$ cat config.mk
export PLATFORM = sky130hd
export DESIGN_NAME = one_wire_bus_master
export DESIGN_NICKNAME = d
export VERILOG_FILES = /design/src/rtl/owbm_pkg.sv /design/src/rtl/owbm_cfg.sv /design/src/rtl/owbm_seq.sv /design/src/rtl/one_wire_bus_master.sv
export SDC_FILE = /design/constraint.sdc
export NUM_CORES = 1
export LEC_CHECK = 0
export BUFFER_PORTS_ARGS = -buffer_cell sky130_fd_sc_hd__buf_2
export CAP_MARGIN = 20
export CORE_UTILIZATION = 45
export DETAILED_ROUTE_END_ITERATION = 16
export MAX_ROUTING_LAYER = met4
export PLACE_DENSITY = 0.7
export SLEW_MARGIN = 0
export SYNTH_ARGS = -nofsm -noshare
export SYNTH_HDL_FRONTEND = slang
export SYNTH_HIERARCHICAL = 1
export SYNTH_SLANG_ARGS = --single-unit
$ cat constraint.sdc
create_clock -name clk -period 12 [get_ports clk]
set_clock_uncertainty 0.1 [all_clocks]
set_input_delay 0.6 -clock clk [delete_from_list [all_inputs] [get_ports clk]]
set_output_delay 0.6 -clock clk [all_outputs]
set_load 0.01 [all_outputs]
$ cat src/rtl/owbm_pkg.sv
// Shared types, constants and helpers for the one-wire bus master.
// No dependencies; imported by every module of the block.
package owbm_pkg;

  localparam int COUNT_WIDTH       = 10;
  localparam int BITS_PER_TRANSFER = 8;
  localparam int BITS_W            = $clog2(BITS_PER_TRANSFER + 1);
  localparam int LEN_W             = 10;   // widest timing register
  localparam int CFG_IDX_W         = 3;
  localparam int CFG_DATA_W        = 10;
  localparam int IN_DATA_W         = 16;
  localparam int OUT_DATA_W        = 16;

  localparam logic [COUNT_WIDTH-1:0] COUNT_MAX = '1;

  // command codes carried in tuser
  typedef enum logic [1:0] {
    KIND_TICK  = 2'd0,
    KIND_RESET = 2'd1,
    KIND_WRITE = 2'd2,
    KIND_READ  = 2'd3
  } owbm_kind_t;

  // register indexes on the configuration port
  localparam logic [CFG_IDX_W-1:0] REG_RESET_LOW     = 3'd0;
  localparam logic [CFG_IDX_W-1:0] REG_PRESENCE_WAIT = 3'd1;
  localparam logic [CFG_IDX_W-1:0] REG_RESET_REC     = 3'd2;
  localparam logic [CFG_IDX_W-1:0] REG_SLOT_START    = 3'd3;
  localparam logic [CFG_IDX_W-1:0] REG_SLOT_HOLD     = 3'd4;
  localparam logic [CFG_IDX_W-1:0] REG_READ_SAMPLE   = 3'd5;

  typedef struct packed {
    logic [9:0] reset_low_ticks;
    logic [7:0] presence_wait_ticks;
    logic [9:0] reset_recovery_ticks;
    logic [5:0] slot_start_ticks;
    logic [7:0] slot_hold_ticks;
    logic [5:0] read_sample_ticks;
  } owbm_cfg_t;

  typedef struct packed {
    logic       command_ignored;
    logic [7:0] read_value;
    logic       no_presence;
    logic       done_res;
    logic       busy_res;
    logic       line_release;
  } owbm_res_t;

  // cut a phase length to what the tick counter can reach
  function automatic logic [COUNT_WIDTH-1:0] len_clamp(input logic [LEN_W-1:0] len);
    logic [31:0] wide;
    wide = 32'(len);
    if (wide > 32'(COUNT_MAX)) begin
      return COUNT_MAX;
    end else begin
      return wide[COUNT_WIDTH-1:0];
    end
  endfunction

endpackage

$ cat src/rtl/owbm_cfg.sv
// Timing register file of the one-wire bus master.
// Depends on owbm_pkg.
module owbm_cfg (
  input  logic                              clk,
  input  logic                              rst_n,
  input  logic                              wr_en,
  input  logic [owbm_pkg::CFG_IDX_W-1:0]    wr_index,
  input  logic [owbm_pkg::CFG_DATA_W-1:0]   wr_data,
  output owbm_pkg::owbm_cfg_t               cfg
);
  import owbm_pkg::*;

  owbm_cfg_t cfg_r;

  always_ff @(posedge clk) begin
    if (!rst_n) begin
      cfg_r.reset_low_ticks      <= 10'd480;
      cfg_r.presence_wait_ticks  <= 8'd80;
      cfg_r.reset_recovery_ticks <= 10'd400;
      cfg_r.slot_start_ticks     <= 6'd4;
      cfg_r.slot_hold_ticks      <= 8'd60;
      cfg_r.read_sample_ticks    <= 6'd8;
    end else if (wr_en) begin
      unique case (wr_index)
        REG_RESET_LOW:     cfg_r.reset_low_ticks      <= wr_data[9:0];
        REG_PRESENCE_WAIT: cfg_r.presence_wait_ticks  <= wr_data[7:0];
        REG_RESET_REC:     cfg_r.reset_recovery_ticks <= wr_data[9:0];
        REG_SLOT_START:    cfg_r.slot_start_ticks     <= wr_data[5:0];
        REG_SLOT_HOLD:     cfg_r.slot_hold_ticks      <= wr_data[7:0];
        REG_READ_SAMPLE:   cfg_r.read_sample_ticks    <= wr_data[5:0];
        default: ;
      endcase
    end
  end

  assign cfg = cfg_r;

endmodule

$ cat src/rtl/owbm_seq.sv
// Bus sequencer: phase state machine, tick counter and bit shifter.
// Depends on owbm_pkg; advances one tick per accepted transaction.
module owbm_seq (
  input  logic                 clk,
  input  logic                 rst_n,
  input  logic                 step,
  input  owbm_pkg::owbm_kind_t kind,
  input  logic [7:0]           data_byte,
  input  logic                 line_level,
  input  owbm_pkg::owbm_cfg_t  cfg,
  output owbm_pkg::owbm_res_t  res
);
  import owbm_pkg::*;

  typedef enum logic [3:0] {
    PH_IDLE     = 4'd0,
    PH_RST_LOW  = 4'd1,
    PH_RST_WAIT = 4'd2,
    PH_RST_REC  = 4'd3,
    PH_W_START  = 4'd4,
    PH_W_HOLD   = 4'd5,
    PH_R_START  = 4'd6,
    PH_R_WAIT   = 4'd7,
    PH_R_HOLD   = 4'd8
  } phase_t;

  phase_t                 phase_r, phase_nxt, phase_v;
  logic [COUNT_WIDTH-1:0] tick_r, tick_nxt, tick_v, tick_inc, len_c;
  logic [7:0]             shift_r, shift_nxt, shift_v;
  logic [BITS_W-1:0]      bits_r, bits_nxt, bits_v;
  logic                   pres_r, pres_nxt;
  logic [7:0]             rdres_r, rdres_nxt;
  logic                   over, release_v, done_v, ignored_v;

  always_comb begin
    phase_v   = phase_r;
    tick_v    = tick_r;
    shift_v   = shift_r;
    bits_v    = bits_r;
    ignored_v = 1'b0;

    // command launch; a command while busy is dropped
    if (kind != KIND_TICK) begin
      if (phase_r != PH_IDLE) begin
        ignored_v = 1'b1;
      end else if (kind == KIND_RESET) begin
        phase_v = PH_RST_LOW;
        tick_v  = '0;
      end else begin
        shift_v = (kind == KIND_WRITE) ? data_byte : 8'd0;
        bits_v  = BITS_W'(BITS_PER_TRANSFER);
        phase_v = (kind == KIND_WRITE) ? PH_W_START : PH_R_START;
        tick_v  = '0;
      end
    end

    // length of the running phase
    case (phase_v)
      PH_RST_LOW:              len_c = len_clamp(cfg.reset_low_ticks);
      PH_RST_WAIT:             len_c = len_clamp(LEN_W'(cfg.presence_wait_ticks));
      PH_RST_REC:              len_c = len_clamp(cfg.reset_recovery_ticks);
      PH_W_START, PH_R_START:  len_c = len_clamp(LEN_W'(cfg.slot_start_ticks));
      PH_W_HOLD, PH_R_HOLD:    len_c = len_clamp(LEN_W'(cfg.slot_hold_ticks));
      PH_R_WAIT:               len_c = len_clamp(LEN_W'(cfg.read_sample_ticks));
      default:                 len_c = '0;
    endcase

    tick_inc = (tick_v < COUNT_MAX) ? tick_v + 1'b1 : tick_v;
    over     = (tick_inc >= len_c);

    phase_nxt = phase_v;
    tick_nxt  = tick_inc;
    shift_nxt = shift_v;
    bits_nxt  = bits_v;
    pres_nxt  = pres_r;
    rdres_nxt = rdres_r;
    release_v = 1'b1;
    done_v    = 1'b0;

    unique case (phase_v)
      PH_IDLE: begin
        tick_nxt = tick_v;
      end
      PH_RST_LOW: begin
        release_v = 1'b0;
        if (over) begin
          phase_nxt = PH_RST_WAIT;
          tick_nxt  = '0;
        end
      end
      PH_RST_WAIT: begin
        if (over) begin
          pres_nxt = line_level;
          tick_nxt = '0;
          if (cfg.reset_recovery_ticks == '0) begin
            phase_nxt = PH_IDLE;
            done_v    = 1'b1;
          end else begin
            phase_nxt = PH_RST_REC;
          end
        end
      end
      PH_RST_REC: begin
        if (over) begin
          phase_nxt = PH_IDLE;
          tick_nxt  = '0;
          done_v    = 1'b1;
        end
      end
      PH_W_START: begin
        release_v = 1'b0;
        if (over) begin
          phase_nxt = PH_W_HOLD;
          tick_nxt  = '0;
        end
      end
      PH_W_HOLD: begin
        release_v = shift_v[0];
        if (over) begin
          shift_nxt = {1'b0, shift_v[7:1]};
          bits_nxt  = bits_v - 1'b1;
          tick_nxt  = '0;
          if (bits_nxt == '0) begin
            phase_nxt = PH_IDLE;
            done_v    = 1'b1;
          end else begin
            phase_nxt = PH_W_START;
          end
        end
      end
      PH_R_START: begin
        release_v = 1'b0;
        if (over) begin
          phase_nxt = PH_R_WAIT;
          tick_nxt  = '0;
        end
      end
      PH_R_WAIT: begin
        if (over) begin
          shift_nxt = {line_level, shift_v[7:1]};
          phase_nxt = PH_R_HOLD;
          tick_nxt  = '0;
        end
      end
      PH_R_HOLD: begin
        if (over) begin
          bits_nxt = bits_v - 1'b1;
          tick_nxt = '0;
          if (bits_nxt == '0) begin
            rdres_nxt = shift_v;
            phase_nxt = PH_IDLE;
            done_v    = 1'b1;
          end else begin
            phase_nxt = PH_R_START;
          end
        end
      end
      default: begin
        phase_nxt = PH_IDLE;
        tick_nxt  = tick_v;
      end
    endcase

    res.line_release    = release_v;
    res.busy_res        = (phase_nxt != PH_IDLE);
    res.done_res        = done_v;
    res.no_presence     = pres_nxt;
    res.read_value      = rdres_nxt;
    res.command_ignored = ignored_v;
  end

  always_ff @(posedge clk) begin
    if (!rst_n) begin
      phase_r <= PH_IDLE;
      tick_r  <= '0;
      shift_r <= '0;
      bits_r  <= '0;
      pres_r  <= 1'b0;
      rdres_r <= '0;
    end else if (step) begin
      phase_r <= phase_nxt;
      tick_r  <= tick_nxt;
      shift_r <= shift_nxt;
      bits_r  <= bits_nxt;
      pres_r  <= pres_nxt;
      rdres_r <= rdres_nxt;
    end
  end

endmodule

$ cat src/rtl/one_wire_bus_master.sv
// Top level of the tick-driven one-wire bus master: stream handshake and result register.
// Depends on owbm_pkg, owbm_cfg and owbm_seq.
//
//  channel   direction  handshake              payload
//  in_       slave      in_tvalid / in_tready  tuser = kind, tdata = data_byte, line_level
//  out_      master     out_tvalid / out_tready tdata = result fields, one per input tick
//  cfg_      slave      cfg_valid / cfg_ready  cfg_index, cfg_data (one timing register)
//
// Each input transaction is one bus tick and yields exactly one result in the next cycle.
// Throughput is one transaction per cycle while the sink takes results, set by the single
// sequencer update between the state registers and the result register.
// rst_n is synchronous, active low, and restores default timing and an idle bus.
// A stalled result holds in the output register; input is taken while it is being drained.
// Configuration writes are taken every cycle (cfg_ready is always high).
module one_wire_bus_master (
  input  logic                             clk,
  input  logic                             rst_n,
  input  logic                             in_tvalid,
  output logic                             in_tready,
  input  logic [owbm_pkg::IN_DATA_W-1:0]   in_tdata,   // [7:0] data_byte, [8] line_level
  input  logic [1:0]                       in_tuser,   // [1:0] kind
  output logic                             out_tvalid,
  input  logic                             out_tready,
  // [0] line_release, [1] busy_res, [2] done_res, [3] no_presence,
  // [11:4] read_value, [12] command_ignored
  output logic [owbm_pkg::OUT_DATA_W-1:0]  out_tdata,
  input  logic                             cfg_valid,
  output logic                             cfg_ready,
  input  logic [owbm_pkg::CFG_IDX_W-1:0]   cfg_index,
  input  logic [owbm_pkg::CFG_DATA_W-1:0]  cfg_data
);
  import owbm_pkg::*;

  owbm_cfg_t cfg;
  owbm_res_t res;
  logic      in_accept;
  logic      out_valid_r;
  logic [OUT_DATA_W-1:0] out_data_r;

  assign cfg_ready = 1'b1;

  owbm_cfg u_cfg (
    .clk      (clk),
    .rst_n    (rst_n),
    .wr_en    (cfg_valid && cfg_ready),
    .wr_index (cfg_index),
    .wr_data  (cfg_data),
    .cfg      (cfg)
  );

  // accept a tick whenever the result register is empty or draining
  assign in_tready = !out_valid_r || out_tready;
  assign in_accept = in_tvalid && in_tready;

  owbm_seq u_seq (
    .clk        (clk),
    .rst_n      (rst_n),
    .step       (in_accept),
    .kind       (owbm_kind_t'(in_tuser)),
    .data_byte  (in_tdata[7:0]),
    .line_level (in_tdata[8]),
    .cfg        (cfg),
    .res        (res)
  );

  // hold valid until the result transaction completes
  always_ff @(posedge clk) begin
    if (!rst_n) begin
      out_valid_r <= 1'b0;
    end else if (in_accept) begin
      out_valid_r <= 1'b1;
    end else if (out_tready) begin
      out_valid_r <= 1'b0;
    end
  end

  // result payload, loaded only on an accepted tick
  always_ff @(posedge clk) begin
    if (in_accept) begin
      out_data_r <= OUT_DATA_W'(res);
    end
  end

  assign out_tvalid = out_valid_r;
  assign out_tdata  = out_data_r;

endmodule

==> flow_summary_export.csv, run 1 <==
group,metric,value,unit
routing,post-route-drc-count,0,
setup_path,worstPathMaxFanout,15,
sta,setup_slack,6510,ps
routing,viasPerCell,5.85,
cts,cts_sinks,97,
yosys,syn_inst,616,
cells_and_area,final_nets,686,
yosys,synth_top_family_by_area,"simple AND/OR/NAND/NOR gates",
sta,setup_violations,0,
grt,grt_usage,0.235,
cells_and_area,area_growth,10.3,%
grt,grt_pass1_wl,23.1,mm
setup_path,cpMaxStageDelayCell,"ha_1",
cells_and_area,final_cell_mix,"88 x nand2_1, 84 x dfxtp_1, 64 x mux2i_1, 43 x buf_2, 39 x nor2_1",
setup_path,crit_top_cell,"ha_1",
sta,rsz0062_at_grt,"false",
yosys,synth_fa_ha_area_frac,0.0381,
yosys,ys_ff_latch,97,
sta,maxSlewViolCount,0,
sta,finalSetupTns,0,ps
setup_path,critPathKind,"input port to register",
routing,routed_wl,14.1,mm
sta,post-route-min-period,5490,ps
routing,firstDrtPassIters,5,
power_and_ir_drop,power_density,130,nW/µm²
cts,cts_resized,0,
floorplan,fp.coreArea,12100,µm²
placement,dp_slack,5820,ps
sta,fin_hold_ws,365,ps
yosys,synth_flop_cell,"dfxtp_1",
setup_path,crit_start,"in_tuser[1]",
sta,slew_headroom,0.289,
routing,wire_per_inst,17.5,µm
yosys,syn_avg_cell_area,9.05,µm²
cts,cts_tree,"yes",
setup_path,required,12000,ps
cts,clock-root-buffer,"clkbuf_16",
yosys,yosys_warnings,6,
yosys,synth.distinct_cells,77,
cts,cts_max_level,3,
cells_and_area,layout-drive-gt1-share,0.160,
cts,cts_max_path_buffers,2,
setup_path,slowest_delay,530,ps
setup_path,crit_path_end_kind,"register",
placement,dp.cells,788,
sta,worst_slew_pin_slew,1070,ps
worst_hold_path,hp-start,"u_cfg/cfg[6]$_SDFFE_PN0P_",
worst_hold_path,hold_class,"register to register",
power_and_ir_drop,peakVddDrop,104,µV
yosys,synthSimpleGateAreaFrac,0.213,
sta,timing.final.crit_share,0.457,
sta,timing.final.hold_violations,0,
grt,grt_max_degree,74,
setup_path,crit_buf_inv,4,
floorplan,fp-row-count,40,
cts,post_cts_buffers,0,
cts,cts_buffers,9,
routing,dr_total_vias,4711,
floorplan,start_util,0.462,
cts,clk_pin_slew,70,ps
yosys,synthMuxAreaShare,0.139,
floorplan,die_x,113,µm
grt,antenna_found_initial,0,
setup_path,critPathLaunchType,"input port",
setup_path,path_cells,"buf_2, inv_1, ha_1, inv_1, nand2_1, and2_1, ha_1, nand4_1, a2111oi_2, clkbuf_4, nor3_1, xnor2_1, nor2_1, ha_1, a41oi_1, o31a_1, nand2_1, nand3_2, mux2_2",
floorplan,die_h,113,µm
cells_and_area,final_common_cell,"nand2_1",
setup_path,cp_top_family,"simple AND/OR/NAND/NOR gates",
yosys,synth_area_leaders,"dfxtp_1 30%, mux2i_1 11%, edfxtp_1 7.0%, nand2_1 5.9%, ha_1 3.8%",
power_and_ir_drop,p_leak,2.53,nW
cts,clk_latency,350,ps
cells_and_area,stdcell_count,805,
yosys,ys_seq_area_frac,0.372,
placement,port_buffers,43,
run,cap_viol_max_count,0,
yosys,synth_compound_area_frac,0.175,
yosys,syn_area,5580,µm²
floorplan,die_area,12800,µm²
sta,fmax,182,MHz
setup_path,worst_ep_arrival_time,5490,ps
yosys,synth_top_area_share,0.302,
grt,overflow,0,
status,outcome,"complete, no violations",
routing,ant_nets,0,
cells_and_area,diodes,0,
yosys,synth_edf_count,13,
cts,cts_hold_buf,0,
cells_and_area,num-fill-cells,1121,
yosys,synth_xor_area_frac,0.00785,
placement,place.gp.congestion,0.853,
yosys,async_reset_ff_frac,0,
grt,grt_pass1_vias,4683,
floorplan,io_pins,55,
setup_path,worstReg2RegStart,"u_seq/phase_r[3]$_SDFFE_PN0P_",
yosys,yosys.area.top_type,"dfxtp_1",
placement,place_hpwl,9.67,mm
routing,initialDrtViolationCount,495,
[cells in the mapped netlist, types with 3 or more instances]
cell type / n
nand2_1: 88
dfxtp_1: 84
mux2i_1: 64
nor2_1: 39
clkbuf_1: 26
nor2b_1: 24
a21oi_1: 22
ha_1: 17
o211ai_1: 16
inv_1: 15
edfxtp_1: 13
mux2_2: 12
nand4_1: 12
buf_2: 10
nor3_1: 10
o21ai_0: 9
buf_4: 8
a21boi_0: 7
nand3_1: 7
or3_1: 7
a22oi_1: 6
nand2b_1: 6
nor4_1: 6
a211oi_1: 5
a21o_1: 5
a221o_1: 5
a221oi_1: 5
nand4b_1: 5
o21a_1: 5
a222oi_1: 3
a311oi_1: 3
and2_1: 3
buf_6: 3
nor4bb_1: 3
o2111ai_1: 3
o31ai_1: 3
xnor2_1: 3
[layer usage]
layer / GRT usage / share of wire / up-vias
met5: - / 0 / -
met4: 0.102 / 0.028 / 0
met3: 0.0407 / 0.048 / 29
met2: 0.386 / 0.49 / 155
met1: 0.284 / 0.43 / 2248
li1: - / - / 2279
[sequential cells by signal, indices dropped and copies added (netlist names)]
name / cells
u_seq/tick_r: 10
u_seq/rdres_r: 8
u_seq/bits_r: 4
out_tdata: 13
u_seq/pres_r: 1
u_seq/phase_r: 4
u_seq/shift_r: 8
u_cfg/cfg: 48
out_tvalid: 1
[cell type report]
cell class / instances / area [µm²] / share of cell area
clock inverters: 6 / 41.3 / 0.00672
flip-flops and latches: 97 / 2070 / 0.337
inverters: 15 / 56.3 / 0.00916
clock buffers: 9 / 225 / 0.0366
multi-input cells: 458 / 3240 / 0.527
repair buffers: 52 / 303 / 0.0492
well taps: 168 / 210 / 0.0342
[logic make-up after synthesis]
kind of cell	count (synthesis)
and+or+nand+nor	230
AOI/OAI and AO/OA	126
DFF	97
muxes	76
buffers and inverters	63
adders and majority gates	17
xor gates and xnor gates	5
other	2
[per-stage QoR]
step	total power, mW	util	instance area [µm²]
2_1_floorplan	0.485	-	5580
3_3_place_gp	0.525	0.484	5840
3_5_place_dp	0.529	0.485	5850
4_1_cts	0.798	0.507	6110
5_1_grt	0.831	0.510	6150
6_report	0.798	0.510	6150
[worst paths after layout]
| path | end | slack (ps) | cells after the start |
|---|---|---|---|
| max | out_tdata[6]$_DFFE_PP_ | 6510 | 19 |
| min | u_cfg/cfg[6]$_SDFFE_PN0P_ | 370 | 2 |
| max reg2reg | out_tdata[6]$_DFFE_PP_ | 6790 | 17 |
| min reg2reg | u_cfg/cfg[6]$_SDFFE_PN0P_ | 370 | 2 |
[power breakdown]
part	leakage [nW]	internal, mW	switching (mW)
combinational	1.59	0.0618	0.113
clock	0.136	0.140	0.130
sequential	0.811	0.342	0.0104
total	2.53	0.544	0.254
[worst min-delay path: cells and delay by family, from the launching register on]
family | cells | cell delay (ps)
AND/OR/NAND/NOR | 1 | 50
flip-flops | 1 | 310
multiplexers | 1 | 50
No activity file was read; power rests on OpenSTA's default activity.
==> run 2, diff against run 1 <==
clock period = 5.65 ns   (was 12 ns; I/O delays follow)
==> run 2 against run 1 <==
  * First-iteration DRC count shrank 18%
  * Via count grew 1.3%
  * Design area grew 1.1%
  * Largest cell class unchanged
  * Register-to-register slack got worse by 6000 ps
  * Highest routed layer unchanged
  * Largest power group unchanged
==> flow_summary_export.csv, run 2 (synthesis gave the netlist of run 1 again) <==
group,metric,value,unit
cells_and_area,diodes,0,
grt,grt_pass1_vias,4604,
power_and_ir_drop,power_density,281,nW/µm²
sta,fmax,207,MHz
floorplan,io_pins,55,
power_and_ir_drop,p_leak,2.58,nW
sta,finalSetupTns,0,ps
routing,routed_wl,14.1,mm
cells_and_area,final_area,6220,µm²
setup_path,critPathLaunchType,"register",
cts,cts_hold_buf,0,
floorplan,start_util,0.462,
grt,grt_max_degree,74,
cts,cts_max_path_buffers,2,
cts,cts_tree,"yes",
setup_path,cpMaxStageDelayCell,"dfxtp_1",
cells_and_area,regArea,2070,µm²
cells_and_area,final_util,0.515,
grt,grt_pass1_wl,23.0,mm
cts,clk_pin_slew,70,ps
routing,ant_nets,0,
power_and_ir_drop,peakVddDrop,234,µV
routing,wire_per_inst,17.3,µm
cells_and_area,final_cell_mix,"88 x nand2_1, 84 x dfxtp_1, 64 x mux2i_1, 43 x buf_2, 39 x nor2_1",
sta,slew_headroom,0.452,
placement,placed_cell_area,5890,µm²
sta,timing.final.crit_share,0.855,
cts,post_cts_buffers,0,
cells_and_area,final_nets,692,
setup_path,slowest_delay,600,ps
routing,firstDrtPassIters,5,
cts,cts_sinks,97,
cells_and_area,area_growth,11.5,%
grt,overflow,0,
sta,timing.final.hold_violations,0,
cells_and_area,multi_input_area,3230,µm²
setup_path,critPathKind,"register to register",
sta,setup_slack,820,ps
floorplan,fp-row-count,40,
floorplan,fp.coreArea,12100,µm²
sta,setup_violations,0,
routing,initialDrtViolationCount,406,
sta,maxSlewViolCount,0,
status,outcome,"complete, no violations",
cells_and_area,largest_register_ffs,48,
worst_hold_path,hold_class,"input port to register",
cts,clk_latency,350,ps
run,cap_viol_max_count,0,
setup_path,worstPathMaxFanout,14,
floorplan,die_x,113,µm
cells_and_area,final_common_cell,"nand2_1",
sta,rsz0062_at_grt,"false",
sta,post-route-min-period,4830,ps
routing,viasPerCell,5.88,
cts,cts_buffers,9,
cells_and_area,layout-drive-gt1-share,0.165,
setup_path,path_cells,"nor4_2, buf_4, nand2_1, and2_1, ha_1, nand4_1, a2111oi_2, buf_4, nor3_1, xnor2_1, nor2_1, ha_1, a41oi_1, o31ai_2, nor2_1, a221oi_2, nand4_1",
grt,grt_usage,0.235,
worst_hold_path,hold_depth,3,
floorplan,die_area,12800,µm²
routing,dr_total_vias,4771,
setup_path,crit_path_end_kind,"register",
setup_path,worst_ep_arrival_time,4800,ps
setup_path,ff2ff_path_depth,17,
setup_path,required,5620,ps
cts,clock-root-buffer,"clkbuf_16",
placement,dp_slack,907,ps
placement,dp.cells,795,
cts,cts_max_level,3,
cells_and_area,num-fill-cells,1097,
placement,place.gp.congestion,0.850,
routing,post-route-drc-count,0,
cts,cts_resized,0,
grt,antenna_found_initial,0,
cells_and_area,stdcell_count,812,
placement,port_buffers,43,
floorplan,die_h,113,µm
placement,place_hpwl,9.80,mm
sta,worst_slew_pin_slew,811,ps
==> run 2: cell types whose count changed in the layout (fill, tap and decap cells not counted), sizes merged <==
cell,delta
buf,+7
bufinv,+1
clkinv,-3
clkbuf,+2
==> run 2: path summary, 6_finish.rpt <==
| kind | endpoint | slack, ps | from |
|---|---|---|---|
| worst min register to register | u_cfg/cfg[39]$_SDFFE_PN0P_ | 360 | u_cfg/cfg[39]$_SDFFE_PN0P_ |
| worst min-delay path | out_tvalid$_SDFFE_PN0P_ | 70 | in_tvalid |
| worst max register to register | out_tdata[1]$_DFFE_PP_ | 820 | u_seq/phase_r[1]$_SDFFE_PN0P_ |
| worst max-delay path | out_tdata[1]$_DFFE_PP_ | 820 | u_seq/phase_r[1]$_SDFFE_PN0P_ |
==> run 2: power breakdown <==
part	leakage [nW]	internal (mW)	switching, mW
clock	0.147	0.357	0.267
sequential	0.811	0.726	0.0190
combinational	1.62	0.137	0.244
==> run 2: worst max-delay path: cells and delay by family (launching register included) <==
family / cells / cell delay [ps]
AO/OA/AOI/OAI: 4 / 1380
XOR/XNOR: 1 / 150
adder cells (fa/ha/maj): 2 / 580
buffers and inverters: 2 / 440
flip-flops: 1 / 600
AND/OR/NAND/NOR: 8 / 1290
==> run 2: final cells by class <==
type                       instances  area share
clock buffer                      12      0.0396
tap                              168      0.0338
timing repair buffer              58      0.0559
inverter                          15     0.00906
multi-input combinational        458       0.520
sequential                        97       0.333
clock inverter                     4     0.00805
==> run 2: per-stage QoR <==
stage          power (mW)  hold WS [ps]
2_1_floorplan        1.03           319
3_3_place_gp         1.12           340
3_5_place_dp         1.13           354
4_1_cts              1.75          65.6
5_1_grt              1.83          77.5
6_report             1.75          70.7
==> run 2: layer usage <==
layer  vias up  part of all wire  routed length [µm]  GRT usage
met4         0             0.024                 342     0.0860
met5         -                 0                   0          -
met1      2296              0.44                6210      0.284
met3        26             0.051                 718     0.0466
met2       154              0.48                6800      0.387
li1       2295                 -                   -          -
==> run 3, diff against run 2 <==
CORE_UTILIZATION = 55   (was 45)
PLACE_DENSITY = 0.82   (was 0.7)
==> run 3 against run 2 <==
  * Sequential power hardly changed
  * Power down 8.1%
  * Combinational power is 2% higher
  * Clock power shrank 24%
  * Die area is 18% lower
  * Count of clock-buffer cells in the layout up 2
  * Sequential share of layout area increased by 0.71 points
  * Register-to-register slack lost 490 ps
==> flow_summary_export.csv, run 3 (synthesis gave the netlist of run 1 again) <==
group,metric,value,unit
status,outcome,"complete, no violations",
cells_and_area,layout-drive-gt1-share,0.165,
grt,antenna_found_initial,0,
setup_path,crit_buf_inv,1,
power_and_ir_drop,p_sw,0.517,mW
cts,cts_buffers,9,
worst_hold_path,hold_depth,3,
routing,ant_nets,0,
worst_hold_path,min_to,"out_tvalid$_SDFFE_PN0P_",
routing,wire_per_inst,18.2,µm
grt,grt_pass1_vias,4742,
setup_path,critPathKind,"register to register",
sta,maxSlewViolCount,0,
power_and_ir_drop,p_clk_frac,0.295,
placement,dp.cells,759,
cts,cts_tree,"yes",
cells_and_area,final_area,6090,µm²
worst_hold_path,hold_class,"input port to register",
floorplan,die_x,103,µm
cells_and_area,area_growth,9.15,%
floorplan,io_pins,55,
routing,dr_total_vias,4890,
placement,place.gp.congestion,0.920,
routing,routed_wl,14.1,mm
cells_and_area,final_cell_mix,"88 x nand2_1, 84 x dfxtp_1, 64 x mux2i_1, 43 x buf_2, 39 x nor2_1",
sta,worst_slew_pin_slew,1070,ps
setup_path,r2r_end,"u_seq/rdres_r[6]$_SDFFE_PN0P_",
power_and_ir_drop,combPwrFrac,0.241,
setup_path,worst_ep_arrival_time,5470,ps
sta,timing.final.hold_violations,0,
sta,setup_violations,0,
cts,cts_hold_buf,0,
floorplan,start_util,0.568,
sta,timing.final.crit_share,0.941,
setup_path,worstReg2RegStart,"u_seq/phase_r[3]$_SDFFE_PN0P_",
routing,initialDrtViolationCount,413,
grt,overflow,0,
cells_and_area,multi_input_area,3240,µm²
cts,cts_max_path_buffers,2,
setup_path,crit_path_end_kind,"register",
cts,cts_resized,0,
run,cap_viol_max_count,0,
placement,place_hpwl,9.64,mm
cells_and_area,num-fill-cells,868,
placement,placed_cell_area,5850,µm²
power_and_ir_drop,p_seq_frac,0.463,
power_and_ir_drop,intPower,1.09,mW
setup_path,required,5810,ps
routing,viasPerCell,6.30,
floorplan,fp-row-count,36,
grt,grt_pass1_wl,23.0,mm
floorplan,fp.coreArea,9820,µm²
setup_path,ff2ff_setup_slack,330,ps
setup_path,worstPathMaxFanout,14,
setup_path,slowest_delay,700,ps
power_and_ir_drop,p_leak,2.53,nW
sta,rsz0062_at_grt,"false",
floorplan,die_area,10500,µm²
power_and_ir_drop,power_density,264,nW/µm²
worst_hold_path,hp-start,"in_tvalid",
cells_and_area,regArea,2070,µm²
routing,firstDrtPassIters,6,
setup_path,cp_top_family,"compound AO/OA/AOI/OAI gates",
placement,port_buffers,43,
cells_and_area,final_nets,691,
floorplan,die_h,103,µm
sta,post-route-min-period,5320,ps
cts,post_cts_buffers,0,
cts,clk_latency,370,ps
setup_path,ff2ff_path_depth,16,
cells_and_area,largest_register_ffs,48,
cts,cts_max_level,3,
sta,fmax,188,MHz
setup_path,critPathLaunchType,"register",
power_and_ir_drop,peakVddDrop,178,µV
grt,grt_usage,0.292,
cts,clock-root-buffer,"clkbuf_8",
sta,slew_headroom,0.275,
cts,clk_pin_slew,100,ps
cells_and_area,stdcell_count,776,
sta,finalSetupTns,0,ps
routing,post-route-drc-count,0,
cts,cts_sinks,97,
power_and_ir_drop,swShare,0.322,
sta,fin_hold_ws,45.1,ps
setup_path,path_cells,"nor4_2, nand2_1, and2_1, ha_1, nand4_1, a2111oi_2, buf_4, nor3_1, xnor2_1, nor2_1, ha_1, a41oi_1, o31ai_2, o2111ai_2, mux2i_1, nor2_1",
setup_path,cpMaxStageDelayCell,"o31ai_2",
cells_and_area,diodes,0,
grt,grt_max_degree,74,
cells_and_area,final_common_cell,"nand2_1",
run 3: power groups by stage:
stage / Combinational [mW] / Clock, mW / Sequential, mW
finish: 0.388 / 0.475 / 0.745
detailed placement: 0.374 / 0 / 0.760
global placement: 0.362 / 0 / 0.759
global route: 0.419 / 0.509 / 0.749
floorplan: 0.273 / 0 / 0.757
CTS: 0.375 / 0.481 / 0.744
run 3: per-stage QoR:
stage               power (mW)  worst slack, ps  utilization
floorplan                 1.03              925            -
global placement          1.12              738        0.596
detailed placement        1.13              430        0.596
CTS                       1.60              454        0.617
global route              1.68             68.2        0.620
finish                    1.61              335        0.620
run 3: worst reg2reg max path: cells and delay by family, from the launching register on:
kind	cells	cell delay, ps
DFF	1	640
xor gates and xnor gates	1	150
AOI/OAI and AO/OA	4	2030
muxes	1	360
buffers and inverters	1	280
adders and majority gates	2	590
and+or+nand+nor	7	1060
run 3: metal layers:
layer,vias to the layer above,global-route usage,share of wire
met1,2344,0.348,0.41
met2,222,0.473,0.49
met4,0,0.147,0.028
li1,2282,-,-
met5,-,-,0
met3,42,0.0522,0.069
run 3: worst max-delay path by stage:
stage / startpoint / endpoint / slack, ps / depth (start not counted)
6_report: u_seq/phase_r[3]$_SDFFE_PN0P_ / u_seq/rdres_r[6]$_SDFFE_PN0P_ / 330 / 16
3_3_place_gp: in_tuser[1] / out_tdata[1]$_DFFE_PP_ / 740 / 19
4_1_cts: u_seq/phase_r[3]$_SDFFE_PN0P_ / u_seq/rdres_r[6]$_SDFFE_PN0P_ / 450 / 16
3_5_place_dp: in_tuser[1] / u_seq/rdres_r[6]$_SDFFE_PN0P_ / 430 / 19
5_1_grt: u_seq/phase_r[3]$_SDFFE_PN0P_ / u_seq/rdres_r[6]$_SDFFE_PN0P_ / 70 / 16
2_1_floorplan: u_seq/phase_r[1]$_SDFFE_PN0P_ / out_tdata[1]$_DFFE_PP_ / 920 / 19
run 3: area by class of cell:
cell class | instances | share of cell area
Multi-Input combinational cell | 458 | 0.532
Tap cell | 133 | 0.0273
Clock buffer | 14 | 0.0321
Sequential cell | 97 | 0.340
Timing Repair Buffer | 57 | 0.0559
Clock inverter | 2 | 0.00267
Inverter | 15 | 0.00925
